==> config.mk <==
export PLATFORM = sky130hd
export DESIGN_NAME = ascii_hex_decimal_converter_unit
export DESIGN_NICKNAME = d
export VERILOG_FILES = /design/src/hw/rtl/ahdc_pkg.sv /design/src/hw/rtl/ahdc_acc.sv /design/src/hw/rtl/ahdc_div.sv /design/src/hw/rtl/ascii_hex_decimal_converter_unit.sv
export SDC_FILE = /design/constraint.sdc
export NUM_CORES = 2
export LEC_CHECK = 0
export BUFFER_PORTS_ARGS = -buffer_cell sky130_fd_sc_hd__buf_4
export CAP_MARGIN = 20
export CORE_ASPECT_RATIO = 1.4
export CORE_UTILIZATION = 35
export CTS_BUF_LIST = sky130_fd_sc_hd__clkbuf_4 sky130_fd_sc_hd__clkbuf_8 sky130_fd_sc_hd__clkbuf_16
export CTS_CLUSTER_DIAMETER = 30
export CTS_CLUSTER_SIZE = 14
export DETAILED_ROUTE_END_ITERATION = 8
export PLACE_DENSITY_LB_ADDON = 0.12
export SLEW_MARGIN = 20
export SYNTH_ARGS = -nofsm -noshare
export SYNTH_HDL_FRONTEND = slang
export SYNTH_SLANG_ARGS = --single-unit
export TNS_END_PERCENT = 1
==> constraint.sdc <==
create_clock -name clk -period 14 [get_ports clk]
set_input_delay 2.1 -clock clk [delete_from_list [all_inputs] [get_ports clk]]
set_output_delay 2.1 -clock clk [all_outputs]
set_load 0.01 [all_outputs]
==> src/hw/rtl/ahdc_pkg.sv <==
package ahdc_pkg;

    localparam int BUF_DEPTH = 10;
    localparam int BUF_IDX_W = 4;

    localparam logic [7:0] CHAR_ZERO  = 8'd48;
    localparam logic [7:0] CHAR_NINE  = 8'h39;
    localparam logic [7:0] CHAR_UP_A  = 8'h41;
    localparam logic [7:0] CHAR_UP_F  = 8'h46;
    localparam logic [7:0] CHAR_LO_A  = 8'h61;
    localparam logic [7:0] CHAR_LO_F  = 8'h66;
    localparam logic [7:0] CHAR_UP_X  = 8'h58;
    localparam logic [7:0] CHAR_LO_X  = 8'h78;

    localparam logic [4:0] BASE_TEN     = 5'd10;
    localparam logic [4:0] BASE_SIXTEEN = 5'd16;

    localparam logic [1:0] PREFIX_LEN = 2'd2;

    typedef struct packed {
        logic [7:0] char_in;
        logic       char_last;
    } char_item_t;

    typedef struct packed {
        logic [7:0] char_out;
        logic       out_last;
        logic       error;
    } text_item_t;

    typedef enum logic [1:0] {
        ST_IN,
        ST_LOAD,
        ST_DIV,
        ST_EMIT
    } state_t;

    typedef struct packed {
        logic take;
        logic clear;
    } acc_ctrl_t;

    typedef struct packed {
        logic start;
        logic base_ten;
    } div_ctrl_t;

    // {valid, value}
    function automatic logic [4:0] digit_value(input logic [7:0] c, input logic hex);
        logic [4:0] res;
        res = 5'd0;
        if (c >= CHAR_ZERO && c <= CHAR_NINE) begin
            res = {1'b1, 4'(c - CHAR_ZERO)};
        end
        else if (hex && c >= CHAR_UP_A && c <= CHAR_UP_F) begin
            res = {1'b1, 4'(c - CHAR_UP_A + 8'd10)};
        end
        else if (hex && c >= CHAR_LO_A && c <= CHAR_LO_F) begin
            res = {1'b1, 4'(c - CHAR_LO_A + 8'd10)};
        end
        return res;
    endfunction

    function automatic logic [7:0] digit_char(input logic [3:0] d);
        logic [7:0] res;
        if (d < 4'd10) begin
            res = CHAR_ZERO + {4'd0, d};
        end
        else begin
            res = CHAR_UP_A + {4'd0, d} - 8'd10;
        end
        return res;
    endfunction

endpackage

==> src/hw/rtl/ahdc_acc.sv <==
module ahdc_acc #(
    parameter int ACC_BITS = 32
) (
    input  logic                  clk,
    input  logic                  rst_n,
    input  ahdc_pkg::acc_ctrl_t   ctrl,
    input  logic [7:0]            ch,
    output logic [ACC_BITS-1:0]   value,
    output logic                  hex_mode,
    output logic                  error
);

    localparam int SumW = ACC_BITS + 5;

    logic [ACC_BITS-1:0] acc_reg, acc_next;
    logic                hex_reg, hex_next;
    logic [4:0]          pos_reg, pos_next;
    logic                err_reg, err_next;

    logic [4:0]      dig;
    logic            prefix;
    logic [SumW-1:0] acc_ext;
    logic [SumW-1:0] scaled;
    logic [SumW-1:0] sum;
    logic            over;

    assign dig     = ahdc_pkg::digit_value(ch, hex_reg);
    assign prefix  = (pos_reg == 5'd1) && !hex_reg && !err_reg && (acc_reg == '0) &&
                     ((ch == ahdc_pkg::CHAR_LO_X) || (ch == ahdc_pkg::CHAR_UP_X));
    assign acc_ext = SumW'(acc_reg);
    assign scaled  = hex_reg ? (acc_ext << 4) : ((acc_ext << 3) + (acc_ext << 1));
    assign sum     = scaled + SumW'(dig[3:0]);
    assign over    = |sum[SumW-1:ACC_BITS];

    always_comb
    begin
        acc_next = acc_reg;
        hex_next = hex_reg;
        pos_next = pos_reg;
        err_next = err_reg;
        if (ctrl.clear) begin
            acc_next = '0;
            hex_next = 1'b0;
            pos_next = 5'd0;
            err_next = 1'b0;
        end
        else if (ctrl.take) begin
            if (prefix) begin
                hex_next = 1'b1;
            end
            else if (!dig[4]) begin
                err_next = 1'b1;
            end
            else if (over) begin
                err_next = 1'b1;
                acc_next = '1;
            end
            else begin
                acc_next = sum[ACC_BITS-1:0];
            end
            if (pos_reg != 5'd31) begin
                pos_next = pos_reg + 5'd1;
            end
        end
    end

    always_ff @(posedge clk or negedge rst_n)
    begin
        if (!rst_n) begin
            acc_reg <= '0;
            hex_reg <= 1'b0;
            pos_reg <= 5'd0;
            err_reg <= 1'b0;
        end
        else begin
            acc_reg <= acc_next;
            hex_reg <= hex_next;
            pos_reg <= pos_next;
            err_reg <= err_next;
        end
    end

    assign value    = acc_reg;
    assign hex_mode = hex_reg;
    assign error    = err_reg;

endmodule

==> src/hw/rtl/ahdc_div.sv <==
module ahdc_div #(
    parameter int ACC_BITS = 32
) (
    input  logic                  clk,
    input  logic                  rst_n,
    input  ahdc_pkg::div_ctrl_t   ctrl,
    input  logic [ACC_BITS-1:0]   dividend,
    output logic [ACC_BITS-1:0]   quot,
    output logic [3:0]            rem,
    output logic                  done
);

    localparam logic [31:0] TenMagic  = 32'hCCCCCCCD;
    localparam logic [1:0]  PhaseIdle = 2'd0;
    localparam logic [1:0]  PhaseRem  = 2'd1;
    localparam logic [1:0]  PhaseQuot = 2'd2;

    logic [ACC_BITS-1:0] num_reg, num_next;
    logic [ACC_BITS-1:0] quot_reg, quot_next;
    logic [3:0]          rem_reg, rem_next;
    logic [1:0]          phase_reg, phase_next;
    logic                done_reg, done_next;
    logic                ten_reg, ten_next;

    logic [63:0] prod;
    logic [31:0] quot_ten;
    logic [3:0]  ten_low;

    // floor(n / 10) = (n * 0xCCCCCCCD) >> 35 for any 32-bit n
    assign prod     = 64'(num_reg) * 64'(TenMagic);
    assign quot_ten = {3'd0, prod[63:35]};
    assign ten_low  = {quot_reg[0], 3'd0} + {quot_reg[2:0], 1'b0};

    always_comb
    begin
        num_next   = num_reg;
        quot_next  = quot_reg;
        rem_next   = rem_reg;
        phase_next = phase_reg;
        ten_next   = ten_reg;
        done_next  = 1'b0;
        if (ctrl.start) begin
            num_next   = dividend;
            ten_next   = ctrl.base_ten;
            phase_next = PhaseQuot;
        end
        else if (phase_reg == PhaseQuot) begin
            quot_next  = ten_reg ? quot_ten[ACC_BITS-1:0] : (num_reg >> 4);
            phase_next = PhaseRem;
        end
        else if (phase_reg == PhaseRem) begin
            rem_next   = ten_reg ? (num_reg[3:0] - ten_low) : num_reg[3:0];
            phase_next = PhaseIdle;
            done_next  = 1'b1;
        end
    end

    always_ff @(posedge clk or negedge rst_n)
    begin
        if (!rst_n) begin
            phase_reg <= PhaseIdle;
            done_reg  <= 1'b0;
        end
        else begin
            phase_reg <= phase_next;
            done_reg  <= done_next;
        end
    end

    always_ff @(posedge clk)
    begin
        num_reg  <= num_next;
        quot_reg <= quot_next;
        rem_reg  <= rem_next;
        ten_reg  <= ten_next;
    end

    assign quot = quot_reg;
    assign rem  = rem_reg;
    assign done = done_reg;

endmodule

==> src/hw/rtl/ascii_hex_decimal_converter_unit.sv <==
// ASCII hexadecimal / decimal converter.
// Input channel (char_valid, char_stall, char_data): one ASCII character per
// transfer, char_last set on the final character of a token. A token starting
// "0x" or "0X" is hexadecimal, any other token decimal.
// Output channel (text_valid, text_stall, text_data): the converted text, one
// character per transfer, out_last on its final character, error on every
// character of a token with a bad digit or an accumulator overflow.
// The block keeps char_stall low while it waits for and reads a token.
// After the last character the block stalls the input through a load state,
// then for each output digit a shared divide-by-base unit (a reciprocal
// multiply for ten, a shift for sixteen) forms the quotient and then the
// remainder; the block then sends the result characters (up to ten).
// A stall on the output holds the result register; the sequencer waits.
// The output register frees the input side as soon as the last result is loaded.
// Reset clears the accumulator, the sequencer and the output valid.
module ascii_hex_decimal_converter_unit #(
    parameter int VALUE_BITS = 32
) (
    input  logic                    clk,
    input  logic                    rst_n,
    input  logic                    char_valid,
    output logic                    char_stall,
    input  ahdc_pkg::char_item_t    char_data,
    output logic                    text_valid,
    input  logic                    text_stall,
    output ahdc_pkg::text_item_t    text_data
);

    localparam int AccBits = (VALUE_BITS > 32) ? 32 : VALUE_BITS;
    localparam int IdxW    = ahdc_pkg::BUF_IDX_W;
    localparam int Depth   = ahdc_pkg::BUF_DEPTH;

    ahdc_pkg::state_t state_reg, state_next;

    logic                tok_hex_reg, tok_hex_next;
    logic                tok_err_reg, tok_err_next;
    logic [IdxW-1:0]     n_reg, n_next;
    logic [IdxW-1:0]     dig_reg, dig_next;
    logic [1:0]          pfx_reg, pfx_next;
    logic [3:0]          buf_reg [Depth];
    logic [3:0]          buf_next [Depth];
    logic                out_valid_reg, out_valid_next;
    ahdc_pkg::text_item_t out_data_reg, out_data_next;

    ahdc_pkg::acc_ctrl_t acc_ctrl;
    ahdc_pkg::div_ctrl_t div_ctrl;
    logic [AccBits-1:0]  acc_value;
    logic                acc_hex;
    logic                acc_err;
    logic [AccBits-1:0]  div_value;
    logic [AccBits-1:0]  div_quot;
    logic [3:0]          div_rem;
    logic                div_done;
    logic                div_final;
    logic                emit_load;
    logic                emit_last;

    ahdc_acc #(
        .ACC_BITS (AccBits)
    ) u_acc (
        .clk      (clk),
        .rst_n    (rst_n),
        .ctrl     (acc_ctrl),
        .ch       (char_data.char_in),
        .value    (acc_value),
        .hex_mode (acc_hex),
        .error    (acc_err)
    );

    ahdc_div #(
        .ACC_BITS (AccBits)
    ) u_div (
        .clk      (clk),
        .rst_n    (rst_n),
        .ctrl     (div_ctrl),
        .dividend (div_value),
        .quot     (div_quot),
        .rem      (div_rem),
        .done     (div_done)
    );

    assign div_final = (div_quot == '0) || (n_reg == IdxW'(Depth - 1));
    assign emit_last = (pfx_reg == 2'd0) && (dig_reg == '0);

    always_comb
    begin
        state_next = state_reg;
        unique case (state_reg)
            ahdc_pkg::ST_IN:
            begin
                if (char_valid && char_data.char_last) begin
                    state_next = ahdc_pkg::ST_LOAD;
                end
            end
            ahdc_pkg::ST_LOAD:
            begin
                state_next = ahdc_pkg::ST_DIV;
            end
            ahdc_pkg::ST_DIV:
            begin
                if (div_done && div_final) begin
                    state_next = ahdc_pkg::ST_EMIT;
                end
            end
            ahdc_pkg::ST_EMIT:
            begin
                if (emit_load && emit_last) begin
                    state_next = ahdc_pkg::ST_IN;
                end
            end
            default:
            begin
                state_next = ahdc_pkg::ST_IN;
            end
        endcase
    end

    always_comb
    begin
        char_stall        = 1'b1;
        acc_ctrl          = '0;
        div_ctrl          = '0;
        div_value         = div_quot;
        emit_load         = 1'b0;
        div_ctrl.base_ten = tok_hex_reg;
        unique case (state_reg)
            ahdc_pkg::ST_IN:
            begin
                char_stall    = 1'b0;
                acc_ctrl.take = char_valid;
            end
            ahdc_pkg::ST_LOAD:
            begin
                acc_ctrl.clear    = 1'b1;
                div_ctrl.start    = 1'b1;
                div_ctrl.base_ten = acc_hex;
                div_value         = acc_value;
            end
            ahdc_pkg::ST_DIV:
            begin
                div_ctrl.start = div_done && !div_final;
            end
            ahdc_pkg::ST_EMIT:
            begin
                emit_load = !out_valid_reg || !text_stall;
            end
            default:
            begin
                char_stall = 1'b1;
            end
        endcase
    end

    always_comb
    begin
        tok_hex_next   = tok_hex_reg;
        tok_err_next   = tok_err_reg;
        n_next         = n_reg;
        dig_next       = dig_reg;
        pfx_next       = pfx_reg;
        buf_next       = buf_reg;
        out_data_next  = out_data_reg;
        out_valid_next = out_valid_reg && text_stall;

        if (state_reg == ahdc_pkg::ST_LOAD) begin
            tok_hex_next = acc_hex;
            tok_err_next = acc_err;
            n_next       = '0;
        end

        if (state_reg == ahdc_pkg::ST_DIV && div_done) begin
            buf_next[n_reg] = div_rem;
            n_next          = n_reg + IdxW'(1);
            if (div_final) begin
                dig_next = n_reg;
                pfx_next = tok_hex_reg ? 2'd0 : ahdc_pkg::PREFIX_LEN;
            end
        end

        if (emit_load) begin
            out_valid_next         = 1'b1;
            out_data_next.error    = tok_err_reg;
            out_data_next.out_last = emit_last;
            if (pfx_reg == ahdc_pkg::PREFIX_LEN) begin
                out_data_next.char_out = ahdc_pkg::CHAR_ZERO;
                pfx_next               = pfx_reg - 2'd1;
            end
            else if (pfx_reg != 2'd0) begin
                out_data_next.char_out = ahdc_pkg::CHAR_LO_X;
                pfx_next               = pfx_reg - 2'd1;
            end
            else begin
                out_data_next.char_out = ahdc_pkg::digit_char(buf_reg[dig_reg]);
                if (dig_reg != '0) begin
                    dig_next = dig_reg - IdxW'(1);
                end
            end
        end
    end

    always_ff @(posedge clk or negedge rst_n)
    begin
        if (!rst_n) begin
            state_reg     <= ahdc_pkg::ST_IN;
            out_valid_reg <= 1'b0;
            n_reg         <= '0;
            dig_reg       <= '0;
            pfx_reg       <= 2'd0;
        end
        else begin
            state_reg     <= state_next;
            out_valid_reg <= out_valid_next;
            n_reg         <= n_next;
            dig_reg       <= dig_next;
            pfx_reg       <= pfx_next;
        end
    end

    always_ff @(posedge clk)
    begin
        tok_hex_reg  <= tok_hex_next;
        tok_err_reg  <= tok_err_next;
        buf_reg      <= buf_next;
        out_data_reg <= out_data_next;
    end

    assign text_valid = out_valid_reg;
    assign text_data  = out_data_reg;

endmodule
# Word level (Yosys, flattened, before mapping)
# Index checks and enable logic that the tools add are counted.
[totals] reg_bits=176 inputBits=13 output_inout_bits=12 word_cells=188
[classes] addsub=16 mul=1 order_cmp=10 eq_ne=16 muxes=62 n_bitwise=4 reduce_logical=47
[op_table] op="two-way mux 32 bit" n=6
[op_table] op="zero test 32 bit" n=2
[op_table] op="multiplier 32 x 32 -> 64 bit (second input constant)" n=1
[op_table] op="two-way mux 4 bit" n=12
[op_table] op="bitwise mux 40 bit" n=1
[op_table] op="adder 37 x 4 -> 37 bit" n=1
[op_table] op="two-way mux 37 bit" n=1
[op_table] op="adder 35 x 33 -> 36 bit" n=1
[op_table] op="two-way mux 5 bit" n=6
[op_table] op="two-way mux 28 bit" n=1
[op_table] op="two-way mux 2 bit" n=12
[op_table] op="logical AND 1 bit" n=17
[op_table] op="two-way mux 1 bit" n=17
[op_table] op="binary-select mux 4 bit (select 4 bit)" n=1
[op_table] op="demux 4 bit (select 4 bit)" n=1
[op_table] op="== test 8 x 7 -> 1 bit (second input constant)" n=2
[op_table] op=">= comparator 8 x 7 -> 1 bit (second input constant)" n=2
[op_table] op="less-or-equal comparator 8 x 7 -> 1 bit (second input constant)" n=2
[op_table] op="subtractor 4 x 1 -> 4 bit (second input constant)" n=4
[op_table] op="AND reduction 3 bit" n=4
[op_table] op="nonzero test 2 bit" n=6
[op_table] op=">= comparator 5 bit (second input constant)" n=2
[op_table] op="inverter 4 -> 5 bit" n=2
[op_table] op="adder 4 bit (second input constant)" n=2
[op_table] op="other kinds (33)" n=50

# Depth between registers and ports, before layout
[depth] ltp_word=13 ltp_mapped=28 depth_no_buf=28

# By module
# From an unflattened synthesis, not the netlist that was laid out.
[unflattened] hier_cells=2811 area_unflattened_um2=28160.8
[modules_own_cells] module="ahdc_div" instances=1 cells_per_inst=1936 area_each_um2=19702.6 seq_area_each_um2=2057.0
[modules_own_cells] module="ahdc_acc" instances=1 cells_per_inst=607 area_each_um2=5032.3 seq_area_each_um2=975.9
[modules_own_cells] module="ascii_hex_decimal_converter_unit" instances=1 cells_per_inst=268 area_each_um2=3425.8 seq_area_each_um2=1846.8

# Least setup slack after synthesis
# Ideal clock, no wire load.
[synth_path] path_type="reg-to-reg" from="register u_div.num_reg[17]" to="register u_div.quot_reg[24], in the netlist u_div.quot[24] (data pin)" setup_time_ps=260 arrival_ps=7646 required_ps=13740 path_slack_ps=6094 path_stages_with_launch=28 path_buffers=0 cell_sequence="edfxtp_1 > ha_1 > inv_1 > fa_1 > inv_1 > fa_1 > inv_1 > fa_1 > inv_1 > fa_1 > fa_1 > fa_1 > inv_1 > fa_1 > inv_1 > ha_1 > a21oi_1 > o21ai_0 > a21o_1 > a211oi_1 > o21ai_0 > o2bb2ai_1 > a2111oi_0 > o31ai_1 > a21boi_0 > o21ai_0 > xor2_1 > mux2_2"
[synth_via] elab_chain_cells=2
[synth_lines] item="start: declaration" line="ahdc_div.sv:18" source="logic [ACC_BITS-1:0] num_reg, num_next;"
[synth_lines] item="start signal: assignment" line="ahdc_div.sv:72" source="num_reg <= num_next;"
[synth_lines] item="multiplier 32 x 32 -> 64 bit" line="ahdc_div.sv:30" source="assign prod = 64'(num_reg) * 64'(TenMagic);"
[synth_lines] item="two-way mux 28 bit" line="ahdc_div.sv:48" source="quot_next = ten_reg ? quot_ten[ACC_BITS-1:0] : (num_reg >> 4);"
[synth_lines] item="end signal: assignment" line="ahdc_div.sv:73" source="quot_reg <= quot_next;"
[synth_lines] item="end: declaration" line="ahdc_div.sv:19" source="logic [ACC_BITS-1:0] quot_reg, quot_next;"
# Every way passes these cells.
# A chain may end at the register's enable or synchronous reset.

# Worst setup path in the final report
[layout_path] from="register u_div.num_reg[1]" to="register u_div.quot_reg[24], in the netlist u_div.quot[24] (data pin)"
# The elaborated chain is that of the path after synthesis.

==> impl_metrics.csv <==
group,metric,value,unit
status,outcome,"complete, no violations",
finish,fin_nets,3551,
global_routing,grt_overflow,0,
routing,post_drt_wl_per_cell,22.9,µm
routing,vias_per_cell,5.13,
sta,holdWs,0.447,ns
clock_network,cts_made_buffers,17,
logic_synthesis,synth_area,27700,µm²
clock_network,clk_latency,0.47,ns
die,die_x,240,µm
sta,min_period_over_period,0.677,
sta,timing.final.hold_violations,0,
critical_path,reg2regPathDepth,27,
global_routing,grt_max_degree,75,
critical_path,critPathRequiredTime,14.23,ns
finish,fin_area,29700,µm²
place,portBuffers,23,
clock_network,cts_root_buf,"clkbuf_16",
clock_network,cts_buffer_depth,2,
routing,drc,0,
logic_synthesis,synth_seq_cells,172,
critical_path,crit_path_max_fanout,9,
logic_synthesis,synth_seq_area_share,0.176,
place,gp_congestion,0.977,
sta,rsz0062_at_grt,"no",
clock_network,path_clk_slew,0.09,ns
logic_synthesis,synthArstFlopShare,0.320,
logic_synthesis,synth_enable_flop_cells,116,
die,initial_utilization,0.355,
place,dpl_cell_area,29100,µm²
sta,layout_min_cycle_time,9.47,ns
critical_path,worstSetupEndpoint,"u_div.quot[24]$_DFFE_PP_",
die,core-area,78100,µm²
logic_synthesis,yosys-top-cells-area,"fa_1, ha_1, edfxtp_1, inv_1, dfrtp_1",
routing,vias,19522,
logic_synthesis,synth.avg_cell_area,10.1,µm²
flow_run,maxCapViolCount,0,
global_routing,grt_pass1_vias,21655,
finish,area_growth,7.17,%
sta,drv_slew,0,
routing,drt_first_pass_iters,5,
clock_network,clock-sinks,172,
routing,ant_nets,0,
logic_synthesis,yosysTopAreaCell,"fa_1",
critical_path,cp-startpoint,"u_div.num_reg[1]$_DFFE_PP_",
clock_network,cts_tree,"built",
sta,slew_headroom,0.231,
hold_path,min_path_type,"reg2reg",
sta,clock_skew,0.0146,ns
sta,finalSetupTns,0,ns
critical_path,reg2reg_slack,4.53,ns
critical_path,reg2reg_from,"u_div.num_reg[1]$_DFFE_PP_",
logic_synthesis,synth.most_common_cell,"inv_1",
clock_network,cts_hold_buf,0,
critical_path,critPathLaunchType,"register",
logic_synthesis,yosys_warnings,0,
sta,setup_viol,0,
sta,worst_pin_slew,1.14,ns
logic_synthesis,synth.net_count,3553,
critical_path,r2r-end,"u_div.quot[24]$_DFFE_PP_",
place,place_hpwl,75800,µm
critical_path,critical_path_arrival,9.71,ns
finish,drive_gt1_frac,0.0710,
die,dieArea,80300,µm²
clock_network,htree_levels,4,
routing,first_iter_violations,982,
sta,fmax,106,MHz
die,pin_count,25,
logic_synthesis,netlist_top_cells_count,"inv_1, ha_1, fa_1",
global_routing,grt_antenna_before_repair,0,
logic_synthesis,synthFlopType,"edfxtp_1",
clock_network,postCtsSetupBuffers,0,
clock_network,cts_resized,0,
critical_path,endpoint_kind,"register",
die,row_count,121,
finish,largest_reg_flops,40,
routing,drt_wl_total,87100,µm
logic_synthesis,synth_cell_types,92,
global_routing,grt_use_total,0.227,
die,die_h,335,µm
global_routing,grt_pass1_wl,134000,µm
critical_path,worst-setup-path-type,"reg2reg",
logic_synthesis,synthesis.instances,2750,
logic_synthesis,synthDominantCellAreaShare,0.282,
## stage by stage
stage / utilization / worst slack, ns / std cells
2_1_floorplan: - / 6.09 / 2750
3_3_place_gp: 0.372 / 3.05 / 3772
3_5_place_dp: 0.372 / 4.45 / 3774
4_1_cts: 0.380 / 4.43 / 3806
5_1_grt: 0.380 / 4.06 / 3806
6_report: 0.380 / 4.53 / 3807
## placed cells by master, fill, tap and decap left out, types with 45 or more instances in the layout
| cell | n |
|---|---|
| a21o_1 | 45 |
| a21oi_1 | 101 |
| dfrtp_1 | 54 |
| edfxtp_1 | 116 |
| fa_1 | 391 |
| ha_1 | 398 |
| inv_1 | 678 |
| mux2_2 | 53 |
| nand2_1 | 107 |
| nor2_1 | 105 |
| o21ai_0 | 74 |
| xnor2_1 | 58 |
| xor2_1 | 57 |
## cells by family after synthesis
family / Yosys count / synth area share
buf+inv: 738 / 0.102
fa+ha+maj: 790 / 0.463
compound gates: 407 / 0.106
mux: 73 / 0.0324
simple gates: 453 / 0.0841
flops: 172 / 0.176
other cells: 1 / 0.000135
xor+xnor: 116 / 0.0369
## cell type report
type                    instances  area [µm²]
flip-flops and latches        172        4880
well taps                    1045        1310
multi-input cells            1840       20000
diodes                          1        2.50
clock inverters                15         219
fillers                      7941       48400
repair buffers                 37         278
clock buffers                  17         425
inverters                     680        2550
## routing by layer
metal,GRT usage,vias up,wire [µm]
met5,0,-,0
met4,0.119,0,4900
met3,0.0168,153,1890
li1,-,9057,-
met2,0.420,354,46400
met1,0.257,9958,33900
## how the worst min path moves through the flow
stage                     depth (start not counted)                  start                     end
after floorplan                                   0  tok_err_reg$_DFFE_PP_  text_data[0]$_DFFE_PP_
after global placement                            0  tok_err_reg$_DFFE_PP_  text_data[0]$_DFFE_PP_
after detailed placement                          0  tok_err_reg$_DFFE_PP_  text_data[0]$_DFFE_PP_
after CTS                                         0  tok_err_reg$_DFFE_PP_  text_data[0]$_DFFE_PP_
after global routing                              0  tok_err_reg$_DFFE_PP_  text_data[0]$_DFFE_PP_
final                                             0  tok_err_reg$_DFFE_PP_  text_data[0]$_DFFE_PP_
## critical path: stages, from the launching register on
cell and delay, ns:
edfxtp_1 0.59, ha_1 0.63, xor2_1 0.43, ha_1 0.39
fa_1 0.56, fa_1 0.60, fa_1 0.59, fa_1 0.53
fa_1 0.54, inv_1 0.06, fa_1 0.53, inv_1 0.04
ha_1 0.33, a21oi_1 0.20, o21ai_0 0.11, a21o_1 0.19
a211oi_1 0.24, buf_2 0.24, o21ai_0 0.13, o2bb2ai_1 0.17
buf_4 0.20, a2111oi_1 0.37, clkdlybuf4s18_2 0.33, o31ai_1 0.18
a21boi_0 0.40, o21ai_0 0.16, xor2_1 0.17, mux2_2 0.26
Power is not shown: default switching activity piles up to over one toggle a cycle in this logic, so the estimate is an artifact.
